## config.mk

```make
export PLATFORM = sky130hd
export DESIGN_NAME = strided_convolution_3x3_stream_flat
export DESIGN_NICKNAME = d
export VERILOG_FILES = /design/src/rtl/sc3s_pkg.sv /design/src/rtl/sc3s_chan_if.sv /design/src/rtl/sc3s_ctrl.sv /design/src/rtl/sc3s_line_buf.sv /design/src/rtl/sc3s_mac.sv /design/src/rtl/strided_convolution_3x3_stream.sv /design/src/flat_wrapper.sv
export SDC_FILE = /design/constraint.sdc
export NUM_CORES = 2
export LEC_CHECK = 0
export BUFFER_PORTS_ARGS = -buffer_cell sky130_fd_sc_hd__buf_4
export CORE_MARGIN = 5
export CORE_UTILIZATION = 40
export DETAILED_ROUTE_END_ITERATION = 10
export GPL_ROUTABILITY_DRIVEN = 0
export PLACE_DENSITY = 0.65
export SLEW_MARGIN = 20
export SYNTH_ARGS = -nofsm -noshare
export SYNTH_HDL_FRONTEND = slang
export SYNTH_SLANG_ARGS = --single-unit
```

## constraint.sdc

```tcl
create_clock -name clk -period 10.8 [get_ports clk]
set_clock_uncertainty 0.05 [all_clocks]
set_input_delay 1.08 -clock clk [delete_from_list [all_inputs] [get_ports clk]]
set_output_delay 1.08 -clock clk [all_outputs]
set_load 0.005 [all_outputs]
```

## src/rtl/sc3s_pkg.sv

```systemverilog
// Package of the strided 3x3 convolution stream: payload types, kernel and
// window types, register indexes and the stage tag passed between modules.
// No dependencies.
`timescale 1ns / 1ps

package sc3s_pkg;

	localparam int KSIZE = 3;

	localparam int PIX_W   = 8;
	localparam int COEF_W  = 16;
	localparam int PROD_W  = PIX_W + 1 + COEF_W;
	localparam int ACC_W   = PROD_W + 4;
	localparam int SUM_W   = 28;
	localparam int CFG_W   = 48;
	localparam int ROW_W   = 10;
	localparam int STEP_W  = 3;
	localparam int PHASE_W = 2;
	localparam int IMGW_W  = 6;

	typedef logic [PIX_W-1:0] pix_t;
	typedef logic signed [COEF_W-1:0] coef_t;
	typedef coef_t [KSIZE-1:0] krow_t;
	typedef krow_t [KSIZE-1:0] kernel_t;
	typedef pix_t [KSIZE-1:0] wrow_t;
	typedef wrow_t [KSIZE-1:0] window_t;
	typedef logic signed [PROD_W-1:0] prod_t;
	typedef logic signed [ACC_W-1:0] acc_t;

	typedef enum logic [2:0] {
		REG_KERNEL_TOP    = 3'd0,
		REG_KERNEL_MIDDLE = 3'd1,
		REG_KERNEL_BOTTOM = 3'd2,
		REG_IMAGE_WIDTH   = 3'd3,
		REG_IMAGE_HEIGHT  = 3'd4,
		REG_STEP_SIZE     = 3'd5
	} reg_index_t;

	typedef struct packed {
		logic [PIX_W-1:0] pixel;
	} pix_in_t;

	typedef struct packed {
		logic signed [SUM_W-1:0] conv_sum;
		logic                    last_of_image;
	} result_t;

	typedef struct packed {
		logic [2:0]       index;
		logic [CFG_W-1:0] wdata;
	} cfg_wr_t;

	typedef struct packed {
		logic produce;
		logic last;
	} tag_t;

endpackage

```

## src/rtl/sc3s_chan_if.sv

```systemverilog
// Valid/ready channel interface used for the pixel, result and configuration ports.
// The payload type is a parameter; the types come from sc3s_pkg.
`timescale 1ns / 1ps

interface sc3s_chan_if #(
	parameter type payload_t = logic
) ();

	logic     valid;
	logic     ready;
	payload_t payload;

	modport source (output valid, output payload, input ready);
	modport sink (input valid, input payload, output ready);

endinterface

```

## src/rtl/sc3s_ctrl.sv

```systemverilog
// Configuration registers, raster position counters and stride phase tracking.
// Registers each accepted pixel with its result tag; depends on sc3s_pkg and sc3s_chan_if.
`timescale 1ns / 1ps

module sc3s_ctrl #(
	parameter int MAX_WIDTH = 32,
	parameter int COLW      = $clog2(MAX_WIDTH)
) (
	input  logic                 clk,
	input  logic                 arst_n,
	sc3s_chan_if.sink            pix,
	sc3s_chan_if.sink            cfg,
	input  logic                 s1_ready,
	output logic                 s1_v,
	output sc3s_pkg::pix_t       pixel_s1,
	output logic [COLW-1:0]      col_s1,
	output sc3s_pkg::tag_t       tag_s1,
	output logic                 rd_en,
	output logic [COLW-1:0]      rd_addr,
	output sc3s_pkg::kernel_t    kernel
);

	localparam int EW   = $clog2(MAX_WIDTH + 1);
	localparam int CMPW = ((EW > sc3s_pkg::IMGW_W) ? EW : sc3s_pkg::IMGW_W) + 2;
	localparam int RW   = sc3s_pkg::ROW_W + 1;

	sc3s_pkg::kernel_t                kernel_q;
	logic [sc3s_pkg::IMGW_W-1:0]      width_q;
	logic [sc3s_pkg::ROW_W-1:0]       height_q;
	logic [sc3s_pkg::STEP_W-1:0]      step_q;
	logic [sc3s_pkg::ROW_W-1:0]       row_q;
	logic [COLW-1:0]                  col_q;
	logic [sc3s_pkg::PHASE_W-1:0]     row_ph_q;
	logic [sc3s_pkg::PHASE_W-1:0]     col_ph_q;
	logic                             s1_v_q;

	logic [CMPW-1:0]                  iw_ext;
	logic [CMPW-1:0]                  eff_w;
	logic [RW-1:0]                    eff_h;
	logic [sc3s_pkg::STEP_W-1:0]      eff_s;
	logic [CMPW-1:0]                  col_ext;
	logic [RW-1:0]                    row_ext;
	logic                             col_last;
	logic                             row_last;
	logic                             row_ok;
	logic                             col_ok;
	logic [sc3s_pkg::PHASE_W-1:0]     row_ph_inc;
	logic [sc3s_pkg::PHASE_W-1:0]     col_ph_inc;
	logic                             accept;
	logic                             cfg_wr;
	sc3s_pkg::tag_t                   tag_d;

	assign iw_ext  = CMPW'(width_q);
	assign col_ext = CMPW'(col_q);
	assign row_ext = RW'(row_q);

	always_comb begin
		if (width_q < sc3s_pkg::IMGW_W'(3)) begin
			eff_w = CMPW'(3);
		end else if (iw_ext > CMPW'(MAX_WIDTH)) begin
			eff_w = CMPW'(MAX_WIDTH);
		end else begin
			eff_w = iw_ext;
		end
		eff_h = (height_q < sc3s_pkg::ROW_W'(3)) ? RW'(3) : RW'(height_q);
		if (step_q == '0) begin
			eff_s = sc3s_pkg::STEP_W'(1);
		end else if (step_q > sc3s_pkg::STEP_W'(4)) begin
			eff_s = sc3s_pkg::STEP_W'(4);
		end else begin
			eff_s = step_q;
		end
	end

	always_comb begin
		col_last = (col_ext + CMPW'(1)) >= eff_w;
		row_last = (row_ext + RW'(1)) >= eff_h;
		row_ok   = row_q >= sc3s_pkg::ROW_W'(2);
		col_ok   = col_q >= COLW'(2);
		row_ph_inc = ((sc3s_pkg::STEP_W'(row_ph_q) + sc3s_pkg::STEP_W'(1)) == eff_s) ?
			'0 : row_ph_q + sc3s_pkg::PHASE_W'(1);
		col_ph_inc = ((sc3s_pkg::STEP_W'(col_ph_q) + sc3s_pkg::STEP_W'(1)) == eff_s) ?
			'0 : col_ph_q + sc3s_pkg::PHASE_W'(1);
		tag_d.produce = row_ok && col_ok && (row_ph_q == '0) && (col_ph_q == '0);
		tag_d.last    = ((row_ext + RW'(eff_s) + RW'(1)) > eff_h) &&
			((col_ext + CMPW'(eff_s) + CMPW'(1)) > eff_w);
	end

	assign pix.ready = !s1_v_q || s1_ready;
	assign accept    = pix.valid && pix.ready;
	assign cfg.ready = 1'b1;
	assign cfg_wr    = cfg.valid && cfg.ready;

	assign rd_en   = accept;
	assign rd_addr = col_q;
	assign s1_v    = s1_v_q;
	assign kernel  = kernel_q;

	always_ff @(posedge clk or negedge arst_n) begin
		if (!arst_n) begin
			kernel_q <= '0;
			width_q  <= sc3s_pkg::IMGW_W'(28);
			height_q <= sc3s_pkg::ROW_W'(28);
			step_q   <= sc3s_pkg::STEP_W'(1);
			row_q    <= '0;
			col_q    <= '0;
			row_ph_q <= '0;
			col_ph_q <= '0;
		end else begin
			if (accept) begin
				if (col_last) begin
					col_q    <= '0;
					col_ph_q <= '0;
					if (row_last) begin
						row_q    <= '0;
						row_ph_q <= '0;
					end else begin
						row_q    <= row_q + sc3s_pkg::ROW_W'(1);
						row_ph_q <= row_ok ? row_ph_inc : '0;
					end
				end else begin
					col_q    <= col_q + COLW'(1);
					col_ph_q <= col_ok ? col_ph_inc : '0;
				end
			end
			if (cfg_wr) begin
				case (cfg.payload.index)
					sc3s_pkg::REG_KERNEL_TOP: begin
						kernel_q[0] <= cfg.payload.wdata;
					end
					sc3s_pkg::REG_KERNEL_MIDDLE: begin
						kernel_q[1] <= cfg.payload.wdata;
					end
					sc3s_pkg::REG_KERNEL_BOTTOM: begin
						kernel_q[2] <= cfg.payload.wdata;
					end
					sc3s_pkg::REG_IMAGE_WIDTH: begin
						width_q  <= cfg.payload.wdata[sc3s_pkg::IMGW_W-1:0];
						row_q    <= '0;
						col_q    <= '0;
						row_ph_q <= '0;
						col_ph_q <= '0;
					end
					sc3s_pkg::REG_IMAGE_HEIGHT: begin
						height_q <= cfg.payload.wdata[sc3s_pkg::ROW_W-1:0];
						row_q    <= '0;
						col_q    <= '0;
						row_ph_q <= '0;
						col_ph_q <= '0;
					end
					sc3s_pkg::REG_STEP_SIZE: begin
						step_q   <= cfg.payload.wdata[sc3s_pkg::STEP_W-1:0];
						row_q    <= '0;
						col_q    <= '0;
						row_ph_q <= '0;
						col_ph_q <= '0;
					end
					default: begin
					end
				endcase
			end
		end
	end

	always_ff @(posedge clk or negedge arst_n) begin
		if (!arst_n) begin
			s1_v_q <= 1'b0;
		end else if (accept) begin
			s1_v_q <= 1'b1;
		end else if (s1_ready) begin
			s1_v_q <= 1'b0;
		end
	end

	always_ff @(posedge clk) begin
		if (accept) begin
			pixel_s1 <= pix.payload.pixel;
			col_s1   <= col_q;
			tag_s1   <= tag_d;
		end
	end

`ifndef ASSERT_OFF
	a_col_in_row: assert property (@(posedge clk) disable iff (!arst_n)
		col_ext < eff_w)
		else $error("column position reached the image width");

	a_phase_below_step: assert property (@(posedge clk) disable iff (!arst_n)
		(sc3s_pkg::STEP_W'(row_ph_q) < eff_s) && (sc3s_pkg::STEP_W'(col_ph_q) < eff_s))
		else $error("stride phase out of range");

	a_result_origin: assert property (@(posedge clk) disable iff (!arst_n)
		s1_v_q && tag_s1.produce |-> col_s1 >= COLW'(2))
		else $error("result tagged before the window is complete");
`endif

endmodule

```

## src/rtl/sc3s_line_buf.sv

```systemverilog
// Two line stores and the 3x3 pixel window, which also serves as the window stage register.
// Depends on sc3s_pkg.
`timescale 1ns / 1ps

module sc3s_line_buf #(
	parameter int MAX_WIDTH = 32,
	parameter int COLW      = $clog2(MAX_WIDTH)
) (
	input  logic                clk,
	input  logic                arst_n,
	input  logic                rd_en,
	input  logic [COLW-1:0]     rd_addr,
	input  logic                s1_v,
	output logic                s1_ready,
	input  sc3s_pkg::pix_t      pixel_s1,
	input  logic [COLW-1:0]     col_s1,
	input  sc3s_pkg::tag_t      tag_s1,
	output logic                s2_v,
	output sc3s_pkg::window_t   win_s2,
	output logic                last_s2,
	input  logic                mac_ready
);

	sc3s_pkg::pix_t    top_mem [MAX_WIDTH];
	sc3s_pkg::pix_t    mid_mem [MAX_WIDTH];
	sc3s_pkg::pix_t    top_rd_q;
	sc3s_pkg::pix_t    mid_rd_q;
	sc3s_pkg::window_t win_q;
	logic              s2_v_q;
	logic              last_q;
	logic              s1_fire;

	assign s1_ready = !s2_v_q || mac_ready;
	assign s1_fire  = s1_v && s1_ready;
	assign s2_v     = s2_v_q;
	assign win_s2   = win_q;
	assign last_s2  = last_q;

	always_ff @(posedge clk) begin
		if (rd_en) begin
			top_rd_q <= top_mem[rd_addr];
			mid_rd_q <= mid_mem[rd_addr];
		end
	end

	always_ff @(posedge clk) begin
		if (s1_fire) begin
			top_mem[col_s1] <= mid_rd_q;
			mid_mem[col_s1] <= pixel_s1;
		end
	end

	always_ff @(posedge clk or negedge arst_n) begin
		if (!arst_n) begin
			win_q  <= '0;
			s2_v_q <= 1'b0;
			last_q <= 1'b0;
		end else if (s1_fire) begin
			for (int i = 0; i < sc3s_pkg::KSIZE; i++) begin
				win_q[i][0] <= win_q[i][1];
				win_q[i][1] <= win_q[i][2];
			end
			win_q[0][2] <= top_rd_q;
			win_q[1][2] <= mid_rd_q;
			win_q[2][2] <= pixel_s1;
			s2_v_q      <= tag_s1.produce;
			last_q      <= tag_s1.last;
		end else if (mac_ready) begin
			s2_v_q <= 1'b0;
		end
	end

endmodule

```

## src/rtl/sc3s_mac.sv

```systemverilog
// Nine parallel pixel-by-coefficient products, a product register, the window sum
// and the result register. Depends on sc3s_pkg and sc3s_chan_if.
`timescale 1ns / 1ps

module sc3s_mac (
	input  logic               clk,
	input  logic               arst_n,
	input  logic               s2_v,
	input  sc3s_pkg::window_t  win_s2,
	input  logic               last_s2,
	output logic               mac_ready,
	input  sc3s_pkg::kernel_t  kernel,
	sc3s_chan_if.source        res
);

	sc3s_pkg::prod_t prod_d  [sc3s_pkg::KSIZE][sc3s_pkg::KSIZE];
	sc3s_pkg::prod_t prod_s3 [sc3s_pkg::KSIZE][sc3s_pkg::KSIZE];
	logic            valid_s3;
	logic            last_s3;
	logic            out_v_q;
	logic            out_rdy;
	sc3s_pkg::acc_t  acc;
	sc3s_pkg::result_t res_q;

	assign out_rdy   = !out_v_q || res.ready;
	assign mac_ready = !valid_s3 || out_rdy;

	always_comb begin
		for (int i = 0; i < sc3s_pkg::KSIZE; i++) begin
			for (int j = 0; j < sc3s_pkg::KSIZE; j++) begin
				prod_d[i][j] = sc3s_pkg::PROD_W'($signed({1'b0, win_s2[i][j]})) *
					sc3s_pkg::PROD_W'($signed(kernel[i][j]));
			end
		end
	end

	always_comb begin
		acc = '0;
		for (int i = 0; i < sc3s_pkg::KSIZE; i++) begin
			for (int j = 0; j < sc3s_pkg::KSIZE; j++) begin
				acc = acc + sc3s_pkg::ACC_W'(prod_s3[i][j]);
			end
		end
	end

	always_ff @(posedge clk) begin
		if (s2_v && mac_ready) begin
			prod_s3 <= prod_d;
			last_s3 <= last_s2;
		end
	end

	always_ff @(posedge clk or negedge arst_n) begin
		if (!arst_n) begin
			valid_s3 <= 1'b0;
		end else if (mac_ready) begin
			valid_s3 <= s2_v;
		end
	end

	always_ff @(posedge clk or negedge arst_n) begin
		if (!arst_n) begin
			out_v_q <= 1'b0;
		end else if (out_rdy) begin
			out_v_q <= valid_s3;
		end
	end

	always_ff @(posedge clk) begin
		if (valid_s3 && out_rdy) begin
			res_q.conv_sum      <= acc[sc3s_pkg::SUM_W-1:0];
			res_q.last_of_image <= last_s3;
		end
	end

	assign res.valid   = out_v_q;
	assign res.payload = res_q;

endmodule

```

## src/rtl/strided_convolution_3x3_stream.sv

```systemverilog
// Top level of the strided 3x3 convolution stream.
// Instantiates sc3s_ctrl, sc3s_line_buf and sc3s_mac; depends on sc3s_pkg and sc3s_chan_if.
//
// Usage: pixels of an 8-bit grayscale image enter on the pix channel in raster
// order, one transaction per pixel. A transaction on cfg writes one register:
// index 0 to 2 are the kernel rows, 3 the image width, 4 the height, 5 the stride.
// The user writes registers only while the block is idle; the block does not enforce it.
// A geometry write starts a new image. For every window whose top-left corner lies on the
// stride grid, one transaction leaves on res with the full-precision sum and a flag on the
// final result of the image. Throughput is one pixel per clock cycle while res is not
// stalled: each pixel passes an input register, the line store read and window shift,
// the product register and the result register, from which the result leaves on res.
// When the receiver stalls, the stages fill up and pix.ready drops only once the result
// register, the product register, the window and the input register all hold an item.
// Reset clears the positions, the window and all valid flags, sets the kernel to
// zero, the image to 28 by 28 pixels and the stride to one. The line stores are not
// cleared, since their contents only reach windows that give no result.
`timescale 1ns / 1ps

module strided_convolution_3x3_stream #(
	parameter int MAX_WIDTH = 32
) (
	input  logic        clk,
	input  logic        arst_n,
	sc3s_chan_if.sink   pix,
	sc3s_chan_if.sink   cfg,
	sc3s_chan_if.source res
);

	localparam int COLW = $clog2(MAX_WIDTH);

	logic                s1_ready;
	logic                s1_v;
	sc3s_pkg::pix_t      pixel_s1;
	logic [COLW-1:0]     col_s1;
	sc3s_pkg::tag_t      tag_s1;
	logic                rd_en;
	logic [COLW-1:0]     rd_addr;
	sc3s_pkg::kernel_t   kernel;
	logic                s2_v;
	sc3s_pkg::window_t   win_s2;
	logic                last_s2;
	logic                mac_ready;

	sc3s_ctrl #(
		.MAX_WIDTH(MAX_WIDTH),
		.COLW(COLW)
	) u_ctrl (
		.clk(clk),
		.arst_n(arst_n),
		.pix(pix),
		.cfg(cfg),
		.s1_ready(s1_ready),
		.s1_v(s1_v),
		.pixel_s1(pixel_s1),
		.col_s1(col_s1),
		.tag_s1(tag_s1),
		.rd_en(rd_en),
		.rd_addr(rd_addr),
		.kernel(kernel)
	);

	sc3s_line_buf #(
		.MAX_WIDTH(MAX_WIDTH),
		.COLW(COLW)
	) u_line_buf (
		.clk(clk),
		.arst_n(arst_n),
		.rd_en(rd_en),
		.rd_addr(rd_addr),
		.s1_v(s1_v),
		.s1_ready(s1_ready),
		.pixel_s1(pixel_s1),
		.col_s1(col_s1),
		.tag_s1(tag_s1),
		.s2_v(s2_v),
		.win_s2(win_s2),
		.last_s2(last_s2),
		.mac_ready(mac_ready)
	);

	sc3s_mac u_mac (
		.clk(clk),
		.arst_n(arst_n),
		.s2_v(s2_v),
		.win_s2(win_s2),
		.last_s2(last_s2),
		.mac_ready(mac_ready),
		.kernel(kernel),
		.res(res)
	);

endmodule

```

## src/flat_wrapper.sv

```systemverilog
// flat-port wrapper written by rule: the top's interface ports become plain ports
module strided_convolution_3x3_stream_flat 
#(
	parameter int MAX_WIDTH = 32
)
  (clk, arst_n, pix_valid, pix_payload, pix_ready, cfg_valid, cfg_payload, cfg_ready, res_valid, res_payload, res_ready);
  sc3s_chan_if #(.payload_t(sc3s_pkg::pix_in_t)) pix_i ();
  sc3s_chan_if #(.payload_t(sc3s_pkg::cfg_wr_t)) cfg_i ();
  sc3s_chan_if #(.payload_t(sc3s_pkg::result_t)) res_i ();
  input  logic clk;
  input  logic arst_n;
  input wire logic [$bits(pix_i.valid)-1:0] pix_valid;
  input wire logic [$bits(pix_i.payload)-1:0] pix_payload;
  output wire logic [$bits(pix_i.ready)-1:0] pix_ready;
  input wire logic [$bits(cfg_i.valid)-1:0] cfg_valid;
  input wire logic [$bits(cfg_i.payload)-1:0] cfg_payload;
  output wire logic [$bits(cfg_i.ready)-1:0] cfg_ready;
  output wire logic [$bits(res_i.valid)-1:0] res_valid;
  output wire logic [$bits(res_i.payload)-1:0] res_payload;
  input wire logic [$bits(res_i.ready)-1:0] res_ready;
  assign pix_i.valid = pix_valid;
  assign pix_i.payload = pix_payload;
  assign pix_ready = pix_i.ready;
  assign cfg_i.valid = cfg_valid;
  assign cfg_i.payload = cfg_payload;
  assign cfg_ready = cfg_i.ready;
  assign res_valid = res_i.valid;
  assign res_payload = res_i.payload;
  assign res_i.ready = res_ready;
  strided_convolution_3x3_stream #(.MAX_WIDTH(MAX_WIDTH)) u_core (.clk(clk), .arst_n(arst_n), .pix(pix_i), .cfg(cfg_i), .res(res_i));
endmodule
```

==> impl_metrics.csv <==
group,metric,value,unit
finish,fin_nets,9542,
worst_setup_path,cp_max_fo,18,
floorplan,dieHeight,476,um
routing,drt_first_pass_iters,5,
routing,drc,0,
timing,maxSlewHeadroom,24.8,%
timing,setup_viol,0,
logic_synthesis,synth_edf_count,798,
worst_setup_path,worst_ep_arrival_time,6.15,ns
place,dp.cells,10600,
worst_setup_path,r2r_slack,5.09,ns
grt,grt-ovfl-total,0,
worst_setup_path,endpoint_kind,"flop",
clock_tree,clk_pin_slew_worst_paths,0.06,ns
timing,tightestPinTransition,1.12,ns
grt,grt_antenna_before_repair,13,
grt,use_met2,31.5,%
routing,routed_wl,217000,um
floorplan,ios,96,
routing,drt-initial-drc-count,3960,
finish,nFillCells,19900,
logic_synthesis,ys.flop_type,"edfxtp_1",
run,maxCapViolations,0,
routing,wl_per_cell,20.0,um
logic_synthesis,synthArstFlopShare,24.5,%
floorplan,core_area,0.217,mm^2
floorplan,die-area,0.226,mm^2
timing,period_share,52.9,%
routing,num_vias,54900,
worst_setup_path,worst_r2r_path_depth,18,
timing,fmax,175,MHz
worst_setup_path,r2r-start,"u_core.u_line_buf.win_s2[9]",
logic_synthesis,syn_area,0.0868,mm^2
logic_synthesis,synth_top_area_share,27.6,%
timing,rsz0062_at_grt,"no",
finish,area_growth,9.14,%
worst_setup_path,crit_type,"flop to flop",
clock_tree,root_buffer,"clkbuf_16",
finish,multiInputGateArea,0.0491,mm^2
grt,use_met3,3.92,%
worst_setup_path,required,11.24,ns
floorplan,die_w,476,um
clock_tree,clock-sinks,1057,
clock_tree,cts_buffers,114,
place,hpwl,168000,um
timing,setup_ws,5.09,ns
logic_synthesis,ys_top_cells_by_area,"edfxtp_1 28%, fa_1 25%, ha_1 7.6%",
routing,drtAntennaViolNets,0,
clock_tree,cts_htree_levels,3,
outcome,outcome,"finished, final reports clean",
grt,met1_usage,26.3,%
hold_path,hold_path_class,"input pin to async pin",
logic_synthesis,synth.distinct_cells,85,
grt,grt_pass1_wl,339000,um
grt,grt_pass1_vias,57400,
logic_synthesis,avgSynthCellArea,11.1,um^2
clock_tree,post_cts_buffers,0,
logic_synthesis,synth.largest_area_cell,"edfxtp_1",
clock_tree,holdBufCountCts,0,
timing,fin_tns_setup,0,ns
floorplan,initial_utilization,40.1,%
logic_synthesis,yosysSeqAreaShare,35.1,%
logic_synthesis,ys_ff_latch,1057,
logic_synthesis,syn_nets,9512,
clock_tree,cts_tree,"yes",
timing,hold_viol,0,
timing,fin_crit,5.71,ns
place,preCtsSetupSlack,5.16,ns
worst_setup_path,r2r-end,"u_core.u_mac.prod_s3[196]",
clock_tree,cts-resized-gates,0,
clock_tree,cts_max_path_buffers,3,
grt,gr-max-usage-layer,"met2",
floorplan,rows,171,
logic_synthesis,synthCells,7827,
routing,viasPerCell,5.07,
timing,whs,0.270,ns
clock_tree,clk_latency,0.80,ns
finish,drive_gt1_share,7.86,%
place,io_buffers,94,
timing,slew_violations,0,
logic_synthesis,yosys_warnings,0,
finish,layoutNonFillerInstCount,10800,
grt,grt_max_degree,129,
finish,seq_area,0.0305,mm^2
worst_setup_path,critPathLaunchType,"flop",
grt,grt_usage,19.5,%
logic make-up after synthesis:
group	synth area share (%)
AOI/OAI and AO/OA	4.68
other	0.00432
muxes	5.40
and+or+nand+nor	11.1
xor gates and xnor gates	2.45
buffers and inverters	8.48
adders and majority gates	32.8
DFF	35.1
layout make-up:
| class | count | share of cell area, % |
|---|---|---|
| multi-input combinational | 4816 | 51.8 |
| sequential | 1057 | 32.1 |
| inverter | 1704 | 6.75 |
| tap | 2854 | 3.77 |
| clock buffer | 144 | 3.24 |
| timing repair buffer | 164 | 1.39 |
| clock inverter | 66 | 0.902 |
| antenna | 11 | 0.0290 |
layout by cell type (no fill, tap or decap), drive strengths merged, types with 12 or more instances in the layout:
| cell | count |
|---|---|
| o21bai | 13 |
| mux2 | 155 |
| mux2i | 114 |
| nor3 | 30 |
| o31ai | 20 |
| dfrtp | 252 |
| or3 | 14 |
| o221ai | 18 |
| and2 | 618 |
| nor2b | 49 |
| nand2b | 35 |
| o21a | 28 |
| a31oi | 18 |
| bufinv | 12 |
| ha | 524 |
| buf | 164 |
| o21ai | 131 |
| nand2 | 909 |
| clkbuf | 144 |
| a21oi | 168 |
| a211oi | 18 |
| inv | 1716 |
| xnor2 | 175 |
| mux4 | 80 |
| fa | 1097 |
| and3 | 21 |
| a21o | 98 |
| nor2 | 178 |
| nand4 | 12 |
| clkinv | 37 |
| o22ai | 39 |
| edfxtp | 798 |
| xor2 | 68 |
| nand3 | 56 |
| or2 | 12 |
synth_stat cells, types with 8 or more instances:
| master | instances |
|---|---|
| a31oi_1 | 18 |
| xnor2_1 | 175 |
| o22ai_1 | 39 |
| nand2_1 | 908 |
| nor2b_1 | 49 |
| o21bai_1 | 13 |
| mux2_2 | 155 |
| or3_1 | 14 |
| and4_1 | 8 |
| a211oi_1 | 18 |
| nand2b_1 | 35 |
| nor4_1 | 9 |
| a21o_1 | 98 |
| mux2i_1 | 114 |
| ha_1 | 524 |
| edfxtp_1 | 798 |
| and3_1 | 20 |
| xor2_1 | 68 |
| nor3_1 | 30 |
| mux4_2 | 80 |
| buf_2 | 17 |
| or2_2 | 12 |
| clkbuf_1 | 205 |
| o31a_1 | 8 |
| o221ai_1 | 18 |
| nor2_1 | 178 |
| o31ai_1 | 20 |
| dfrtp_1 | 252 |
| a21oi_1 | 166 |
| inv_1 | 1703 |
| buf_1 | 27 |
| and2_1 | 618 |
| nand4_1 | 12 |
| nand3_1 | 56 |
| o21ai_0 | 126 |
| o21a_1 | 28 |
| o211ai_1 | 11 |
| fa_1 | 1097 |
flip-flops by register name, summed over array words and instances, names as in the netlist, 3 cells and up:
signal                      cells
u_core.u_mac.res.payload       29
u_core.u_ctrl.pixel_s1          8
u_core.u_line_buf.mid_rd_q      8
u_core.u_ctrl.step_q            3
u_core.u_ctrl.kernel          144
u_core.u_ctrl.width_q           6
u_core.u_line_buf.top_mem     256
u_core.u_mac.prod_s3          225
u_core.u_ctrl.row_q            10
u_core.u_ctrl.col_s1            5
u_core.u_ctrl.rd_addr           5
u_core.u_line_buf.win_s2       72
u_core.u_line_buf.top_rd_q      8
u_core.u_line_buf.mid_mem     256
u_core.u_ctrl.height_q         10
through the flow:
step | util [%] | cell area [um^2]
floorplan | - | 86800
global placement | 41.9 | 90700
detailed placement | 41.9 | 90800
CTS | 43.7 | 94700
global route | 43.8 | 94800
finish | 43.8 | 94800
worst max path at each step:
stage,start,to,slack (ns),cells after the start
after detailed placement,u_core.u_line_buf.win_s2[41],u_core.u_mac.prod_s3[98],5.16,18
after CTS,u_core.u_line_buf.win_s2[41],u_core.u_mac.prod_s3[99],5.14,18
after global placement,u_core.u_line_buf.win_s2[16],u_core.u_mac.prod_s3[173],5.25,18
after global routing,u_core.u_line_buf.win_s2[41],u_core.u_mac.prod_s3[99],4.67,18
after floorplan,res_ready,u_core.u_mac.last_s3,3.79,3
final,u_core.u_line_buf.win_s2[9],u_core.u_mac.prod_s3[196],5.09,18
worst max-delay path, cell delays in order, from the launching register on:
cell	delay, ns
dfrtp_1	0.74
nand2_1	0.18
fa_1	0.56
inv_1	0.06
fa_1	0.48
fa_1	0.55
inv_1	0.05
fa_1	0.47
inv_1	0.04
ha_1	0.33
nand3_1	0.10
o211ai_1	0.13
o41ai_2	0.55
o21ai_0	0.24
o31a_1	0.29
o21ai_0	0.22
nand2b_1	0.08
a21oi_1	0.21
xnor2_1	0.10
metal layers:
layer / vias up / routed length, um
li1: 24800 / -
met1: 28200 / 92100
met2: 1571 / 101000
met3: 282 / 15700
met4: 2 / 8010
met5: - / 12
Power is left out: the tool's default activity adds up to more than one toggle a clock period on the data nets, which glitch-free logic cannot reach.
